$ cat config.mk
export PLATFORM = sky130hd
export DESIGN_NAME = terminal_key_decoder_cursor_unit
export DESIGN_NICKNAME = d
export VERILOG_FILES = /design/src/tkd_pkg.sv /design/src/terminal_key_decoder_cursor_unit.sv /design/src/tkd_parser.sv /design/src/tkd_cursor.sv
export SDC_FILE = /design/constraint.sdc
export NUM_CORES = 1
export LEC_CHECK = 0
export BUFFER_PORTS_ARGS = -buffer_cell sky130_fd_sc_hd__buf_4
export CORE_ASPECT_RATIO = 0.7
export CORE_UTILIZATION = 35
export DETAILED_ROUTE_END_ITERATION = 10
export GPL_TIMING_DRIVEN = 0
export PLACE_DENSITY = 0.49
export SETUP_SLACK_MARGIN = 0.2
export SYNTH_ARGS = -nofsm -noshare
export SYNTH_HDL_FRONTEND = slang
export SYNTH_SLANG_ARGS = --single-unit
$ cat constraint.sdc
create_clock -name i_clk -period 10.4 [get_ports i_clk]
set_input_delay 2.08 -clock i_clk [delete_from_list [all_inputs] [get_ports i_clk]]
set_output_delay 2.08 -clock i_clk [all_outputs]
set_load 0.02 [all_outputs]
$ cat src/tkd_pkg.sv
// Shared types, constants and helpers for the terminal key decoder.
package tkd_pkg;

    localparam int MAX_DIM   = 1024;
    localparam int DIM_LIM   = (MAX_DIM < 1024) ? MAX_DIM : 1024;
    localparam int DIM_W     = 11;
    localparam int POS_W     = 10;
    localparam logic [POS_W-1:0] LAST_POS = POS_W'(DIM_LIM - 1);

    localparam logic [DIM_W-1:0] COLS_RESET = DIM_W'(80);
    localparam logic [DIM_W-1:0] ROWS_RESET = DIM_W'(24);

    localparam int CFG_IDX_W = 8;
    localparam logic [CFG_IDX_W-1:0] CFG_COLS = CFG_IDX_W'(0);
    localparam logic [CFG_IDX_W-1:0] CFG_ROWS = CFG_IDX_W'(1);

    localparam logic [7:0] CH_ESC   = 8'h1b;
    localparam logic [7:0] CH_LBRK  = 8'h5b;  // '['
    localparam logic [7:0] CH_SS3   = 8'h4f;  // 'O'
    localparam logic [7:0] CH_TILDE = 8'h7e;  // '~'
    localparam logic [7:0] CH_ZERO  = 8'h30;
    localparam logic [7:0] CH_NINE  = 8'h39;
    localparam logic [7:0] CH_A     = 8'h41;
    localparam logic [7:0] CH_B     = 8'h42;
    localparam logic [7:0] CH_C     = 8'h43;
    localparam logic [7:0] CH_D     = 8'h44;
    localparam logic [7:0] CH_F     = 8'h46;
    localparam logic [7:0] CH_H     = 8'h48;
    localparam logic [7:0] CH_QUIT  = 8'h71 & 8'h1f;  // ctrl-q

    typedef enum logic [2:0] {
        PH_IDLE      = 3'd0,
        PH_ESC       = 3'd1,
        PH_CSI       = 3'd2,
        PH_SS3       = 3'd3,
        PH_OTHER     = 3'd4,
        PH_CSI_DIGIT = 3'd5
    } t_phase;

    typedef enum logic [3:0] {
        K_PLAIN = 4'd0,
        K_ESC   = 4'd1,
        K_LEFT  = 4'd2,
        K_RIGHT = 4'd3,
        K_UP    = 4'd4,
        K_DOWN  = 4'd5,
        K_PGUP  = 4'd6,
        K_PGDN  = 4'd7,
        K_HOME  = 4'd8,
        K_END   = 4'd9,
        K_DEL   = 4'd10
    } t_key;

    typedef struct packed {
        logic valid;   // item produces a result
        t_key key;
    } t_key_evt;

    // Last usable position for a screen size register.
    function automatic logic [POS_W-1:0] eff_last(input logic [DIM_W-1:0] dim);
        logic [DIM_W-1:0] dm1;
        dm1 = dim - DIM_W'(1);
        if (dim == '0) begin
            eff_last = '0;
        end else if (dim >= DIM_W'(DIM_LIM)) begin
            eff_last = LAST_POS;
        end else begin
            eff_last = dm1[POS_W-1:0];
        end
    endfunction

endpackage

$ cat src/terminal_key_decoder_cursor_unit.sv
// Terminal key decoder top level: input register, decode, cursor, result register.
// The input register and then the result register lie between input transfer and result valid.
// Throughput: one item per cycle unless a result is held and the output is not ready.
// Timeout ticks in idle and bytes inside a sequence give no result.
// Reset (synchronous, active low) clears the parser to idle, the cursor to 0,0,
// the screen size to 80 columns by 24 rows and drops any held items.
module terminal_key_decoder_cursor_unit (
    input  logic                           i_clk,
    input  logic                           i_rst_n,
    input  logic                           i_s_tvalid,
    output logic                           o_s_tready,
    input  logic [7:0]                     i_s_tdata,  // [7:0] in_byte
    input  logic                           i_s_tuser,  // [0] kind
    output logic                           o_m_tvalid,
    input  logic                           i_m_tready,
    output logic [31:0]                    o_m_tdata,  // [7:0] plain_byte, [17:8] cursor_col,
                                                       // [27:18] cursor_row, [31:28] zero
    output logic [4:0]                     o_m_tuser,  // [3:0] key_class, [4] quit_request
    input  logic                           i_cfg_valid,
    output logic                           o_cfg_ready,
    input  logic [tkd_pkg::CFG_IDX_W-1:0]  i_cfg_index,
    input  logic [tkd_pkg::DIM_W-1:0]      i_cfg_data
);
    import tkd_pkg::*;

    logic [DIM_W-1:0] r_cols, r_rows;
    logic             r_in_valid;
    logic             r_in_tick;
    logic [7:0]       r_in_byte;
    logic             r_out_valid;
    t_key             r_out_key;
    logic [7:0]       r_out_plain;
    logic [POS_W-1:0] r_out_col, r_out_row;
    logic             r_out_quit;

    t_key_evt         evt;
    logic             fire;
    logic             emit;
    logic [POS_W-1:0] n_col, n_row;

    assign o_cfg_ready = 1'b1;

    always_ff @(posedge i_clk) begin
        if (!i_rst_n) begin
            r_cols <= COLS_RESET;
            r_rows <= ROWS_RESET;
        end else if (i_cfg_valid) begin
            if (i_cfg_index == CFG_COLS) begin
                r_cols <= i_cfg_data;
            end else if (i_cfg_index == CFG_ROWS) begin
                r_rows <= i_cfg_data;
            end
        end
    end

    assign fire       = r_in_valid && (!evt.valid || !r_out_valid || i_m_tready);
    assign emit       = fire && evt.valid;
    assign o_s_tready = !r_in_valid || fire;

    always_ff @(posedge i_clk) begin
        if (!i_rst_n) begin
            r_in_valid <= 1'b0;
        end else if (o_s_tready) begin
            r_in_valid <= i_s_tvalid;
        end
    end

    always_ff @(posedge i_clk) begin
        if (o_s_tready && i_s_tvalid) begin
            r_in_tick <= i_s_tuser;
            r_in_byte <= i_s_tdata;
        end
    end

    tkd_parser u_parser (
        .i_clk   (i_clk),
        .i_rst_n (i_rst_n),
        .i_en    (fire),
        .i_tick  (r_in_tick),
        .i_byte  (r_in_byte),
        .o_evt   (evt)
    );

    tkd_cursor u_cursor (
        .i_clk   (i_clk),
        .i_rst_n (i_rst_n),
        .i_en    (emit),
        .i_key   (evt.key),
        .i_cols  (r_cols),
        .i_rows  (r_rows),
        .o_col   (n_col),
        .o_row   (n_row)
    );

    always_ff @(posedge i_clk) begin
        if (!i_rst_n) begin
            r_out_valid <= 1'b0;
        end else if (emit) begin
            r_out_valid <= 1'b1;
        end else if (i_m_tready) begin
            r_out_valid <= 1'b0;
        end
    end

    always_ff @(posedge i_clk) begin
        if (emit) begin
            r_out_key   <= evt.key;
            r_out_plain <= (evt.key == K_PLAIN) ? r_in_byte : 8'h00;
            r_out_col   <= n_col;
            r_out_row   <= n_row;
            r_out_quit  <= (evt.key == K_PLAIN) && (r_in_byte == CH_QUIT);
        end
    end

    assign o_m_tvalid = r_out_valid;
    assign o_m_tdata  = {4'b0000, r_out_row, r_out_col, r_out_plain};
    assign o_m_tuser  = {r_out_quit, r_out_key};

endmodule

$ cat src/tkd_parser.sv
// Escape sequence state machine: byte/timeout items to key events.
module tkd_parser (
    input  logic             i_clk,
    input  logic             i_rst_n,
    input  logic             i_en,
    input  logic             i_tick,
    input  logic [7:0]       i_byte,
    output tkd_pkg::t_key_evt o_evt
);
    import tkd_pkg::*;

    t_phase     r_phase, n_phase;
    logic [3:0] r_digit;
    logic       is_digit;

    assign is_digit = (i_byte >= CH_ZERO) && (i_byte <= CH_NINE);

    always_ff @(posedge i_clk) begin
        if (!i_rst_n) begin
            r_phase <= PH_IDLE;
            r_digit <= '0;
        end else if (i_en) begin
            r_phase <= n_phase;
            if (r_phase == PH_CSI && !i_tick && is_digit) begin
                r_digit <= i_byte[3:0];
            end
        end
    end

    always_comb begin
        n_phase = PH_IDLE;
        if (!i_tick) begin
            case (r_phase)
                PH_IDLE: n_phase = (i_byte == CH_ESC) ? PH_ESC : PH_IDLE;
                PH_ESC: begin
                    if (i_byte == CH_LBRK) begin
                        n_phase = PH_CSI;
                    end else if (i_byte == CH_SS3) begin
                        n_phase = PH_SS3;
                    end else begin
                        n_phase = PH_OTHER;
                    end
                end
                PH_CSI:  n_phase = is_digit ? PH_CSI_DIGIT : PH_IDLE;
                default: n_phase = PH_IDLE;
            endcase
        end
    end

    always_comb begin
        o_evt.valid = 1'b1;
        o_evt.key   = K_ESC;
        if (i_tick) begin
            o_evt.valid = (r_phase != PH_IDLE);
        end else begin
            case (r_phase)
                PH_IDLE: begin
                    o_evt.valid = (i_byte != CH_ESC);
                    o_evt.key   = K_PLAIN;
                end
                PH_ESC: o_evt.valid = 1'b0;
                PH_CSI: begin
                    o_evt.valid = !is_digit;
                    case (i_byte)
                        CH_A:    o_evt.key = K_UP;
                        CH_B:    o_evt.key = K_DOWN;
                        CH_C:    o_evt.key = K_RIGHT;
                        CH_D:    o_evt.key = K_LEFT;
                        CH_H:    o_evt.key = K_HOME;
                        CH_F:    o_evt.key = K_END;
                        default: o_evt.key = K_ESC;
                    endcase
                end
                PH_SS3: begin
                    if (i_byte == CH_H) begin
                        o_evt.key = K_HOME;
                    end else if (i_byte == CH_F) begin
                        o_evt.key = K_END;
                    end
                end
                PH_CSI_DIGIT: begin
                    if (i_byte == CH_TILDE) begin
                        case (r_digit)
                            4'd1, 4'd7: o_evt.key = K_HOME;
                            4'd3:       o_evt.key = K_DEL;
                            4'd4, 4'd8: o_evt.key = K_END;
                            4'd5:       o_evt.key = K_PGUP;
                            4'd6:       o_evt.key = K_PGDN;
                            default:    o_evt.key = K_ESC;
                        endcase
                    end
                end
                default: o_evt.key = K_ESC;
            endcase
        end
    end

endmodule

$ cat src/tkd_cursor.sv
// Cursor position registers, moved by decoded keys and clamped to the screen.
module tkd_cursor (
    input  logic                       i_clk,
    input  logic                       i_rst_n,
    input  logic                       i_en,
    input  tkd_pkg::t_key              i_key,
    input  logic [tkd_pkg::DIM_W-1:0]  i_cols,
    input  logic [tkd_pkg::DIM_W-1:0]  i_rows,
    output logic [tkd_pkg::POS_W-1:0]  o_col,
    output logic [tkd_pkg::POS_W-1:0]  o_row
);
    import tkd_pkg::*;

    logic [POS_W-1:0] r_col, r_row;
    logic [POS_W-1:0] last_col, last_row;

    assign last_col = eff_last(i_cols);
    assign last_row = eff_last(i_rows);

    always_comb begin
        o_col = r_col;
        o_row = r_row;
        case (i_key)
            K_LEFT:  o_col = (r_col != '0) ? r_col - POS_W'(1) : r_col;
            K_RIGHT: o_col = (r_col < last_col) ? r_col + POS_W'(1) : last_col;
            K_UP:    o_row = (r_row != '0) ? r_row - POS_W'(1) : r_row;
            K_DOWN:  o_row = (r_row < last_row) ? r_row + POS_W'(1) : last_row;
            K_PGUP:  o_row = '0;
            K_PGDN:  o_row = last_row;
            K_HOME:  o_col = '0;
            K_END:   o_col = last_col;
            default: ;
        endcase
    end

    always_ff @(posedge i_clk) begin
        if (!i_rst_n) begin
            r_col <= '0;
            r_row <= '0;
        end else if (i_en) begin
            r_col <= o_col;
            r_row <= o_row;
        end
    end

endmodule
==> parameters.txt, run 1 <==
Parameter                              Value

Status
  Result of the run ... finished, final reports clean

Setup path
  Crit Path Class ... reg2reg
  Critical-path cell list ... inv_1 > ha_1 > or4b_1 > clkbuf_1 > o311ai_0 > inv_1 > ha_1 > nand4_1 > nor3_1 > a211o_2 > mux2i_1 > a2111oi_0 > nor2_1
  Setup slack of the most critical reg-to-reg path ... 5540 ps
  CP startpoint kind ... register
  Crit. Startpoint ... r_rows[0]
  Launching point of the worst reg2reg path ... r_rows[0]
  Highest fanout seen on the critical path ... 7
  Worst setup EP type ... register
  Arrival time worst endpoint ... 4920 ps
  Delay contributed by the slowest stage of the critical path ... 1130 ps
  Crit path required time ... 10460 ps
  CP max-delay cell ... o311ai_0
  Buffers & Inverters on Critical Path ... 3
  Gate family responsible for the most delay along the worst path ... compound AO/OA/AOI/OAI gates

Global route
  Grt total ovfl ... 0
  Number of antenna violations at the first check in global routing ... 0
  Number of global-route vias before repair ... 5350
  Largest net degree at the start of global routing ... 42
  First-pass GRT wire length ... 30600 um
  Total GRT Usage ... 0.213

Routing
  Detail Route met2 WL ... 7450 um
  Number of vias after detailed routing ... 5894
  Via density per instance ... 5.59
  DRC violation total after the first TritonRoute iteration ... 524
  Uppermost layer routed ... met4
  Antenna violation net count after detailed routing ... 0
  Amount of wire on met3 after detailed routing ... 1560 um
  Routed WL ... 19600 um
  Length of the first detailed-routing pass in iterations ... 5
  Met1 layer wirelength in the final routing ... 10400 um
  Final routed DRC violation total ... 0
  Routed len/inst ... 18.6 um

Cells and area
  Ant diodes ... 0
  Final Cell Area ... 7590 um^2
  Post-route insts no fill ... 1054
  Total of fill cells in the finished design ... 1802
  Share of final-layout standard cells stronger than drive strength 1 ... 0.152
  Final net count ... 870
  Synth-to-layout area growth ... 17.4%

Floorplanning
  Ports ... 73
  Die W ... 164 um
  Std cell rows ... 41
  Initial standard-cell utilization of the core ... 0.358
  Area of the core ... 18100 um^2
  Floorplan die area ... 19000 um^2
  Die height ... 116 um

Timing
  Final Max Slew Viols ... 0
  Maximum clock frequency ... 206 MHz
  Setup repair after global routing missed its margin ... no
  Largest clock skew in the final design ... 8.91 ps
  Final setup violation count ... 0
  Hold Fails Final Rpt ... 0
  Relative slew slack ... 0.101
  Final worst path period need ... 4860 ps
  Slew @ Worst Pin ... 1330 ps
  Period utilization ... 0.467
  Min setup slack post-route ... 5540 ps
  Sum of negative setup slack ... 0 ps

Pwr
  Reported leakage power ... 2.92 nW
  Worst voltage drop across the vdd grid ... 0.0000720 V
  Post-layout total power ... 0.000801 W
  Power density cells ... 106 nW/um^2

CTS
  Clock-pin slew on the worst setup and hold paths ... 70 ps
  Total of cells resized after clock tree synthesis ... 0
  CTS hold repair buffers ... 0
  Clk sink count ... 93
  TritonCTS clock tree ... done
  Clock root buffer ... clkbuf_16
  Setup repair bufs after CTS ... 0
  Longest Clk Path Bufs ... 2
  TritonCTS buffer count ... 9
  Clock latency at the later pin of the worst-skew pair ... 350 ps
  H-Tree Depth ... 3

Synth
  Leading post-synthesis cells by cell area ... edfxtp_1 20%, dfxtp_1 16%, mux2i_1 7.3%
  Fraction of registers with async set/reset ... 0
  Post-synth top area cell ... edfxtp_1
  Synth Instances ... 732
  EDFF count, synth ... 42
  Synth cell types ... 87
  Ys Warns ... 0
  Post-Syn Area ... 6460 um^2
  Most common flop cell mapped by yosys ... dfxtp_1
  Seq/Total Area, Yosys ... 0.353
  Mean Syn Cell Area ... 8.83 um^2
  Area fraction of the dominant cell type after synthesis ... 0.195
  Most numerous cell types in the synthesized netlist ... 93 x nor2_1, 51 x dfxtp_1, 47 x mux2i_1
  Number of synthesized register bits ... 93
  Most used standard cell by instance count after synthesis ... nor2_1

Place
  Area of placed instances ... 7270 um^2
  Setup Slack @ Placement ... 5560 ps
  Port-buffer cells ... 67
  Last weighted congestion value of the routability-driven placer ... 0.905
  Dpl hpwl ... 15000 um
  Number of placed instances with taps included ... 1038

Job
  Number of max-capacitance violations reported ... 0

Worst hold path
  Worst hold path class ... reg2reg
  Origin of the worst min-delay path ... r_cols[1]
==> cells by family (layout without fill, tap and decap cells) <==
group | after synthesis | count (layout) | synth area share
flops | 93 | 93 | 0.353
other cells | 2 | 5 | 0.00116
buf+inv | 75 | 158 | 0.0544
fa+ha+maj | 24 | 24 | 0.0465
xor+xnor | 32 | 32 | 0.0434
mux | 52 | 52 | 0.0821
simple gates | 279 | 279 | 0.225
compound gates | 175 | 175 | 0.194
==> routing by layer <==
metal | up-vias | GRT usage
li1 | 2860 | -
met1 | 2779 | 0.341
met2 | 240 | 0.285
met3 | 15 | 0.0401
met4 | 0 | 0.0532
met5 | - | 0
==> worst paths after layout <==
| kind | endpoint | depth (start not counted) |
|---|---|---|
| worst min register to register | r_cols[1] | 2 |
| worst max register to register | r_out_row[6] | 13 |
| worst max-delay path | r_out_row[6] | 13 |
| worst min-delay path | r_cols[1] | 2 |
==> metrics by stage <==
step                      hold slack (ps)  utilization
after floorplan                       477            -
after global placement                534        0.403
after detailed placement              544        0.403
after CTS                             556        0.420
after global routing                  584        0.420
final                                 553        0.420
==> cells in the final DEF (no fill, tap or decap), types with 6 or more instances in the layout <==
cell | netlist | layout
nand3_1 | 21 | 21
clkbuf_1 | 30 | 32
a21oi_1 | 45 | 45
buf_4 | 6 | 73
a211oi_1 | 8 | 8
clkbuf_16 | 0 | 9
nor2b_1 | 7 | 7
buf_2 | 7 | 7
nand2b_1 | 12 | 12
inv_1 | 20 | 20
o21ai_1 | 7 | 7
edfxtp_1 | 42 | 42
a31oi_1 | 10 | 10
nor2_1 | 93 | 93
and2_1 | 10 | 10
mux2i_1 | 47 | 47
nand4_1 | 9 | 9
nor4_1 | 9 | 9
nand2_1 | 44 | 44
o21a_1 | 10 | 10
o21ai_0 | 31 | 31
ha_1 | 24 | 24
dfxtp_1 | 51 | 51
xor2_1 | 13 | 13
or4_1 | 6 | 6
o31ai_1 | 6 | 6
xnor2_1 | 19 | 19
nor3_1 | 24 | 24
==> flip-flops by register name (all words and copies together), names as in the netlist <==
register and flops:
u_cursor.r_row 10, r_in_tick 1, r_in_byte 8, r_out_col 10, r_cols 11, r_out_key 4, r_out_row 10, r_in_valid 1
r_rows 11, r_out_plain 8, r_out_quit 1, u_parser.r_phase 3, u_cursor.r_col 10, o_m_tvalid 1, u_parser.r_digit 4
==> final cells by class <==
cell class | count | area [um^2] | share of cell area
multi-input combinational | 567 | 3840 | 0.506
buffer | 52 | 265 | 0.0349
clock inverter | 5 | 85.1 | 0.0112
timing repair buffer | 67 | 503 | 0.0663
sequential | 93 | 2280 | 0.301
inverter | 23 | 86.3 | 0.0114
tap | 236 | 295 | 0.0389
clock buffer | 11 | 233 | 0.0307
==> worst min-delay path, stage by stage (launching register included) <==
cell and delay, ps:
dfxtp_1 330, mux2i_1 120, nor2_1 50
==> power by group <==
part | leakage (nW) | internal [W] | switching [W]
combinational | 1.96 | 0.0000209 | 0.0000343
sequential | 0.809 | 0.000387 | 0.00000344
clock | 0.150 | 0.000212 | 0.000143
total | 2.92 | 0.000620 | 0.000181
Power figures use the tool's default switching activity.
==> run 2: changes to the inputs <==
- clock period: 10.4 -> 4.5 ns (I/O delays scaled with it)
==> run 2 against run 1 <==
  * Power grew 130%
  * Clock power increased by 130%
  * Sequential power up 130%
  * Clock-buffer cell count is the same
  * Routed wire length rose by 0.78%
  * Non-clock buffer count is the same
  * Highest routed layer unchanged
  * Maximum frequency increased by 18%
  * Global-route usage unchanged
  * Sequential share of layout area decreased by 0.31 points
  * Worst hold slack hardly changed
  * Die area unchanged
  * Critical path type unchanged
  * Register-to-register slack got worse by 5200 ps
==> parameters.txt, run 2 (synthesis gave the netlist of run 1 again) <==
Parameter                              Value

Status
  Result of the run ... finished, final reports clean (unchanged)

CTS
  CTS hold repair buffers ... 0 (unchanged)
  TritonCTS clock tree ... done (unchanged)
  Longest Clk Path Bufs ... 2 (unchanged)
  Clk sink count ... 93 (unchanged)
  H-Tree Depth ... 3 (unchanged)
  Clock-pin slew on the worst setup and hold paths ... 70 ps (about the same)
  TritonCTS buffer count ... 9 (unchanged)
  Clock latency at the later pin of the worst-skew pair ... 350 ps (about the same)
  Clock root buffer ... clkbuf_16 (unchanged)

Timing
  Final worst path period need ... 4110 ps (was 4860 ps)
  Smallest hold slack ... 554 ps (was 553 ps)
  Min setup slack post-route ... 388 ps (was 5540 ps)
  Final Max Slew Viols ... 0 (unchanged)
  Maximum clock frequency ... 243 MHz (was 206 MHz)
  Slew @ Worst Pin ... 1130 ps (was 1330 ps)
  Hold Fails Final Rpt ... 0 (unchanged)
  Setup repair after global routing missed its margin ... no (unchanged)
  Relative slew slack ... 0.246 (was 0.101)
  Largest clock skew in the final design ... 10.5 ps (was 8.91 ps)
  Period utilization ... 0.914 (was 0.467)
  Final setup violation count ... 0 (unchanged)

Cells and area
  Regs by FF count ... r_cols x11, r_rows x11 (unchanged)
  Ant diodes ... 0 (unchanged)
  Synth-to-layout area growth ... 18.7% (was 17.4%)
  Highest-count cells in the layout ignoring fill and taps ... 93 x nor2_1, 73 x buf_4, 51 x dfxtp_1, 47 x mux2i_1, 44 x nand2_1 (was 93 x nor2_1, 73 x buf_4, 51 x dfxtp_1, 47 x mux2i_1, 45 x a21oi_1)
  Final net count ... 870 (unchanged)
  Post-route insts no fill ... 1054 (unchanged)
  Share of final-layout standard cells stronger than drive strength 1 ... 0.169 (was 0.152)
  Most common library cell in the layout ignoring fill and taps ... nor2_1 (unchanged)
  Total of fill cells in the finished design ... 1794 (was 1802)
  Final cell utilization of the core ... 0.425 (was 0.420)

Floorplanning
  Die height ... 116 um (unchanged)
  Die W ... 164 um (unchanged)
  Initial standard-cell utilization of the core ... 0.358 (unchanged)
  Ports ... 73 (unchanged)
  Area of the core ... 18100 um^2 (unchanged)
  Floorplan die area ... 19000 um^2 (unchanged)
  Std cell rows ... 41 (unchanged)

Setup path
  Terminus of the critical flop-to-flop path ... r_out_col[1] (was r_out_row[6])
  Crit path required time ... 4560 ps (was 10460 ps)
  Launching point of the worst reg2reg path ... r_cols[0] (was r_rows[0])
  Critical-path cell list ... inv_1 > ha_1 > or4b_4 > or3_1 > buf_6 > a21oi_2 > ha_1 > a21oi_1 > o21ai_0 > a221o_1 > a21o_4 > buf_12 > or2_1 > a32oi_2 > a21oi_1 (was inv_1 > ha_1 > or4b_1 > clkbuf_1 > o311ai_0 > inv_1 > ha_1 > nand4_1 > nor3_1 > a211o_2 > mux2i_1 > a2111oi_0 > nor2_1)
  Delay contributed by the slowest stage of the critical path ... 520 ps (was 1130 ps)
  Crit Path Class ... reg2reg (unchanged)
  Worst setup EP type ... register (unchanged)
  Highest fanout seen on the critical path ... 10 (was 7)
  CP max-delay cell ... or4b_4 (was o311ai_0)
  Arrival time worst endpoint ... 4170 ps (was 4920 ps)
  CP startpoint kind ... register (unchanged)
  Buffers & Inverters on Critical Path ... 3 (unchanged)
  R2r worst-path depth ... 15 (was 13)
  Setup slack of the most critical reg-to-reg path ... 390 ps (was 5540 ps)
  Gate family responsible for the most delay along the worst path ... compound AO/OA/AOI/OAI gates (unchanged)

Global route
  First-pass GRT wire length ... 30600 um (about the same)
  Grt total ovfl ... 0 (unchanged)
  Largest net degree at the start of global routing ... 42 (unchanged)
  Number of antenna violations at the first check in global routing ... 0 (unchanged)
  Number of global-route vias before repair ... 5356 (was 5350)
  Total GRT Usage ... 0.213 (unchanged)

Place
  Port-buffer cells ... 67 (unchanged)
  Setup Slack @ Placement ... -292 ps (was 5560 ps)
  Dpl hpwl ... 15000 um (unchanged)
  Number of placed instances with taps included ... 1038 (unchanged)
  Last weighted congestion value of the routability-driven placer ... 0.905 (unchanged)

Routing
  Routed len/inst ... 18.7 um (was 18.6 um)
  Antenna violation net count after detailed routing ... 0 (unchanged)
  Routed WL ... 19700 um (was 19600 um)
  DRC violation total after the first TritonRoute iteration ... 497 (was 524)
  Number of vias after detailed routing ... 5936 (was 5894)
  Final routed DRC violation total ... 0 (unchanged)
  Via density per instance ... 5.63 (was 5.59)
  Length of the first detailed-routing pass in iterations ... 5 (unchanged)

Worst hold path
  Origin of the worst min-delay path ... r_cols[1] (unchanged)
  Worst hold path class ... reg2reg (unchanged)
  Worst hold stages ... 2 (unchanged)
  Hold Path Sink ... r_cols[1] (unchanged)

Pwr
  Power density cells ... 242 nW/um^2 (was 106 nW/um^2)
  Worst voltage drop across the vdd grid ... 0.000167 V (was 0.0000720 V)
  Reported leakage power ... 2.94 nW (was 2.92 nW)

Job
  Number of max-capacitance violations reported ... 0 (unchanged)
==> run 2: routing by layer <==
layer | vias up | wire [um] | track usage
met2 | 223 | 7550 | 0.285
met5 | - | 0 | 0
li1 | 2859 | - | -
met1 | 2837 | 10400 | 0.341
met4 | 0 | 212 | 0.0532
met3 | 17 | 1580 | 0.0401
==> run 2: worst max path at each step <==
stage                   end  slack [ps]  startpoint  cells past startpoint
2_1_floorplan  r_out_col[8]         730   r_cols[0]                     15
3_3_place_gp   r_out_row[6]        -220   r_rows[0]                     13
3_5_place_dp   r_out_row[6]        -290   r_rows[0]                     13
4_1_cts        r_out_row[6]         190   r_rows[0]                     13
5_1_grt        r_out_col[1]         200   r_cols[0]                     15
6_report       r_out_col[1]         390   r_cols[0]                     15
==> run 2: metrics by stage <==
| stage | total power [W] | cell area (um^2) | setup TNS, ps |
|---|---|---|---|
| final | 0.00185 | 7670 | 0 |
| after detailed placement | 0.00105 | 7270 | -613 |
| after global routing | 0.00192 | 7670 | 0 |
| after floorplan | 0.000987 | 6470 | 0 |
| after global placement | 0.00105 | 7270 | -389 |
| after CTS | 0.00187 | 7610 | 0 |
==> run 2: what timing repair did <==
action	4_1_cts	5_1_grt
gates cloned	0	0
setup buffers	0	0
gates resized for setup	6	12
hold endpoints to repair	0	0
setup endpoints to repair	16	20
==> run 2: power breakdown <==
part           total (W)  internal (W)  switching, W
logic           0.000128     0.0000485     0.0000796
clock network   0.000824      0.000489      0.000334
registers       0.000903      0.000895    0.00000800
total            0.00185       0.00143      0.000422
==> run 2: worst register-to-register path: stages (launching register included) <==
cell     delay (ps)
dfxtp_1         360
inv_1            90
ha_1            210
or4b_4          520
or3_1           350
buf_6           160
a21oi_2         200
ha_1            280
a21oi_1         140
o21ai_0          90
a221o_1         410
a21o_4          220
buf_12          140
or2_1           220
a32oi_2         290
a21oi_1         130
==> run 2: layout make-up <==
| type | instances | area (um^2) | share of cell area |
|---|---|---|---|
| flip-flops and latches | 93 | 2280 | 0.298 |
| well taps | 236 | 295 | 0.0385 |
| inverters | 23 | 86.3 | 0.0113 |
| repair buffers | 67 | 503 | 0.0656 |
| clock inverters | 5 | 85.1 | 0.0111 |
| plain buffers | 52 | 265 | 0.0346 |
| multi-input cells | 567 | 3920 | 0.511 |
| clock buffers | 11 | 233 | 0.0303 |
==> run 3: changes to the inputs <==
- TNS_END_PERCENT: not set -> 50
- clock period: 4.5 -> 5 ns (I/O delays scaled with it)
==> run 3 against run 2 <==
  * Sequential share of layout area is 0.31 points higher
  * Cell count stayed put
  * Clock skew is 1.6 ps lower
  * Global-route usage stayed put
  * Non-clock buffer count stayed put
  * Register-to-register slack better by 110 ps
  * Largest power group unchanged
==> parameters.txt, run 3 (synthesis gave the netlist of run 1 again) <==
Parameter                              Value

Setup path
  Critical-path cell list ... inv_1 > ha_1 > or4b_1 > clkbuf_1 > o311ai_1 > inv_1 > ha_1 > nand4_1 > nor3_1 > a211o_2 > mux2i_1 > a2111oi_0 > nor2_1 (was inv_1 > ha_1 > or4b_4 > or3_1 > buf_6 > a21oi_2 > ha_1 > a21oi_1 > o21ai_0 > a221o_1 > a21o_4 > buf_12 > or2_1 > a32oi_2 > a21oi_1)
  Arrival time worst endpoint ... 4570 ps (was 4170 ps)
  WP depth ... 13 (was 15)
  Terminus of the critical flop-to-flop path ... r_out_row[6] (was r_out_col[1])
  Launching point of the worst reg2reg path ... r_rows[0] (was r_cols[0])
  Crit. Startpoint ... r_rows[0] (was r_cols[0])
  CP startpoint kind ... register (unchanged)
  Setup slack of the most critical reg-to-reg path ... 490 ps (was 390 ps)
  Buffers & Inverters on Critical Path ... 3 (unchanged)
  Gate family responsible for the most delay along the worst path ... compound AO/OA/AOI/OAI gates (unchanged)
  R2r worst-path depth ... 13 (was 15)
  CP max-delay cell ... a2111oi_0 (was or4b_4)
  Crit path required time ... 5060 ps (was 4560 ps)
  Highest fanout seen on the critical path ... 7 (was 10)
  Crit Path Class ... reg2reg (unchanged)
  Endpoint of the most critical setup path ... r_out_row[6] (was r_out_col[1])
  Worst setup EP type ... register (unchanged)
  Delay contributed by the slowest stage of the critical path ... 900 ps (was 520 ps)

Pwr
  Internal portion of total power ... 0.00129 W (was 0.00143 W)
  Worst voltage drop across the vdd grid ... 0.000150 V (was 0.000167 V)
  Net switching power figure ... 0.000377 W (was 0.000422 W)
  Clock network power share ... 0.443 (was 0.444)
  Power density cells ... 219 nW/um^2 (was 242 nW/um^2)
  Reported leakage power ... 2.92 nW (was 2.94 nW)
  Switching fraction of total power ... 0.226 (was 0.227)
  Sequential Power Share ... 0.488 (was 0.487)
  Logic pwr share ... 0.069 (about the same)

CTS
  Clock root buffer ... clkbuf_16 (unchanged)
  Setup repair bufs after CTS ... 0 (unchanged)
  TritonCTS clock tree ... done (unchanged)
  Longest Clk Path Bufs ... 2 (unchanged)
  Clk sink count ... 93 (unchanged)
  Clock latency at the later pin of the worst-skew pair ... 350 ps (about the same)
  TritonCTS buffer count ... 9 (unchanged)
  H-Tree Depth ... 3 (unchanged)
  Clock-pin slew on the worst setup and hold paths ... 70 ps (about the same)

Floorplanning
  Std cell rows ... 41 (unchanged)
  Area of the core ... 18100 um^2 (unchanged)
  Initial standard-cell utilization of the core ... 0.358 (unchanged)
  Die height ... 116 um (unchanged)
  Die W ... 164 um (unchanged)
  Floorplan die area ... 19000 um^2 (unchanged)
  Ports ... 73 (unchanged)

Routing
  Routed len/inst ... 18.6 um (was 18.7 um)
  Antenna violation net count after detailed routing ... 0 (unchanged)
  Number of vias after detailed routing ... 5903 (was 5936)
  Via density per instance ... 5.60 (was 5.63)
  DRC violation total after the first TritonRoute iteration ... 524 (was 497)
  Final routed DRC violation total ... 0 (unchanged)
  Routed WL ... 19600 um (was 19700 um)
  Length of the first detailed-routing pass in iterations ... 5 (unchanged)

Cells and area
  Most common library cell in the layout ignoring fill and taps ... nor2_1 (unchanged)
  Total of fill cells in the finished design ... 1802 (was 1794)
  Regs by FF count ... r_cols x11, r_rows x11 (unchanged)
  FF/Latch Area ... 2280 um^2 (unchanged)
  Synth-to-layout area growth ... 17.4% (was 18.7%)
  Post-route insts no fill ... 1054 (unchanged)
  Multi-input gate area ... 3840 um^2 (was 3920 um^2)
  Highest-count cells in the layout ignoring fill and taps ... 93 x nor2_1, 73 x buf_4, 51 x dfxtp_1, 47 x mux2i_1, 45 x a21oi_1 (was 93 x nor2_1, 73 x buf_4, 51 x dfxtp_1, 47 x mux2i_1, 44 x nand2_1)
  Share of final-layout standard cells stronger than drive strength 1 ... 0.152 (was 0.169)
  Final net count ... 870 (unchanged)
  Ant diodes ... 0 (unchanged)

Status
  Result of the run ... finished, final reports clean (unchanged)

Timing
  Setup repair after global routing missed its margin ... no (unchanged)
  Period utilization ... 0.901 (was 0.914)
  Hold Fails Final Rpt ... 0 (unchanged)
  Final worst path period need ... 4510 ps (was 4110 ps)
  Sum of negative setup slack ... 0 ps (unchanged)
  Relative slew slack ... 0.292 (was 0.246)
  Final Max Slew Viols ... 0 (unchanged)
  Largest clock skew in the final design ... 8.91 ps (was 10.5 ps)
  Slew @ Worst Pin ... 1060 ps (was 1130 ps)
  Maximum clock frequency ... 222 MHz (was 243 MHz)
  Smallest hold slack ... 553 ps (was 554 ps)
  Final setup violation count ... 0 (unchanged)

Global route
  First-pass GRT wire length ... 30600 um (about the same)
  Number of antenna violations at the first check in global routing ... 0 (unchanged)
  Number of global-route vias before repair ... 5350 (was 5356)
  Grt total ovfl ... 0 (unchanged)
  Total GRT Usage ... 0.213 (unchanged)
  Largest net degree at the start of global routing ... 42 (unchanged)

Place
  Dpl hpwl ... 15000 um (unchanged)
  Port-buffer cells ... 67 (unchanged)
  Number of placed instances with taps included ... 1038 (unchanged)
  Last weighted congestion value of the routability-driven placer ... 0.905 (unchanged)

Worst hold path
  Worst hold path class ... reg2reg (unchanged)

Job
  Number of max-capacitance violations reported ... 0 (unchanged)
## run 3: cell counts in the layout (fill, tap and decap cells not counted)
No cell type changed its count.
## run 3: layout make-up
cell class / instances / area share
flip-flops and latches: 93 / 0.301
inverters: 23 / 0.0114
clock inverters: 5 / 0.0112
plain buffers: 52 / 0.0349
clock buffers: 11 / 0.0307
repair buffers: 67 / 0.0663
well taps: 236 / 0.0389
multi-input cells: 567 / 0.506
## run 3: per-stage QoR
step	setup slack, ps	total power (W)	utilization	area [um^2]
after floorplan	1230	0.000889	-	6470
after global placement	280	0.000944	0.403	7270
after detailed placement	208	0.000945	0.403	7270
after CTS	533	0.00169	0.420	7590
after global routing	204	0.00172	0.420	7590
final	494	0.00167	0.420	7590
## run 3: power by group through the flow
stage	registers, W	clock network [W]	logic, W
finish	0.000813	0.000738	0.000115
global route	0.000814	0.000787	0.000124
CTS	0.000813	0.000758	0.000115
detailed placement	0.000830	0	0.000115
global placement	0.000829	0	0.000114
floorplan	0.000837	0	0.0000519
## run 3: repair_timing
action / in CTS / in global routing
hold buffers: 0 / 0
setup endpoints to repair: 1 / 0
resized for setup: 1 / 0
## run 3: worst min path at each step
stage                from         end  slack [ps]  cells past startpoint
6_report        r_cols[1]   r_cols[1]         550                      2
3_3_place_gp    r_cols[1]   r_cols[1]         530                      2
5_1_grt         r_cols[1]   r_cols[1]         580                      2
2_1_floorplan   r_cols[9]   r_cols[9]         480                      2
4_1_cts        r_in_valid  o_m_tvalid         560                      2
3_5_place_dp   r_in_valid  o_m_tvalid         540                      2
## run 3: worst register-to-register path: stages, from the launching register on
cell	delay (ps)
dfxtp_1	380
inv_1	80
ha_1	220
or4b_1	440
clkbuf_1	170
o311ai_1	800
inv_1	100
ha_1	320
nand4_1	150
nor3_1	70
a211o_2	370
mux2i_1	120
a2111oi_0	900
nor2_1	90
## run 3: metal layers
layer	share of wire	GRT usage
met1	0.53	0.341
met2	0.38	0.285
met3	0.079	0.0401
met4	0.010	0.0532
met5	0	0
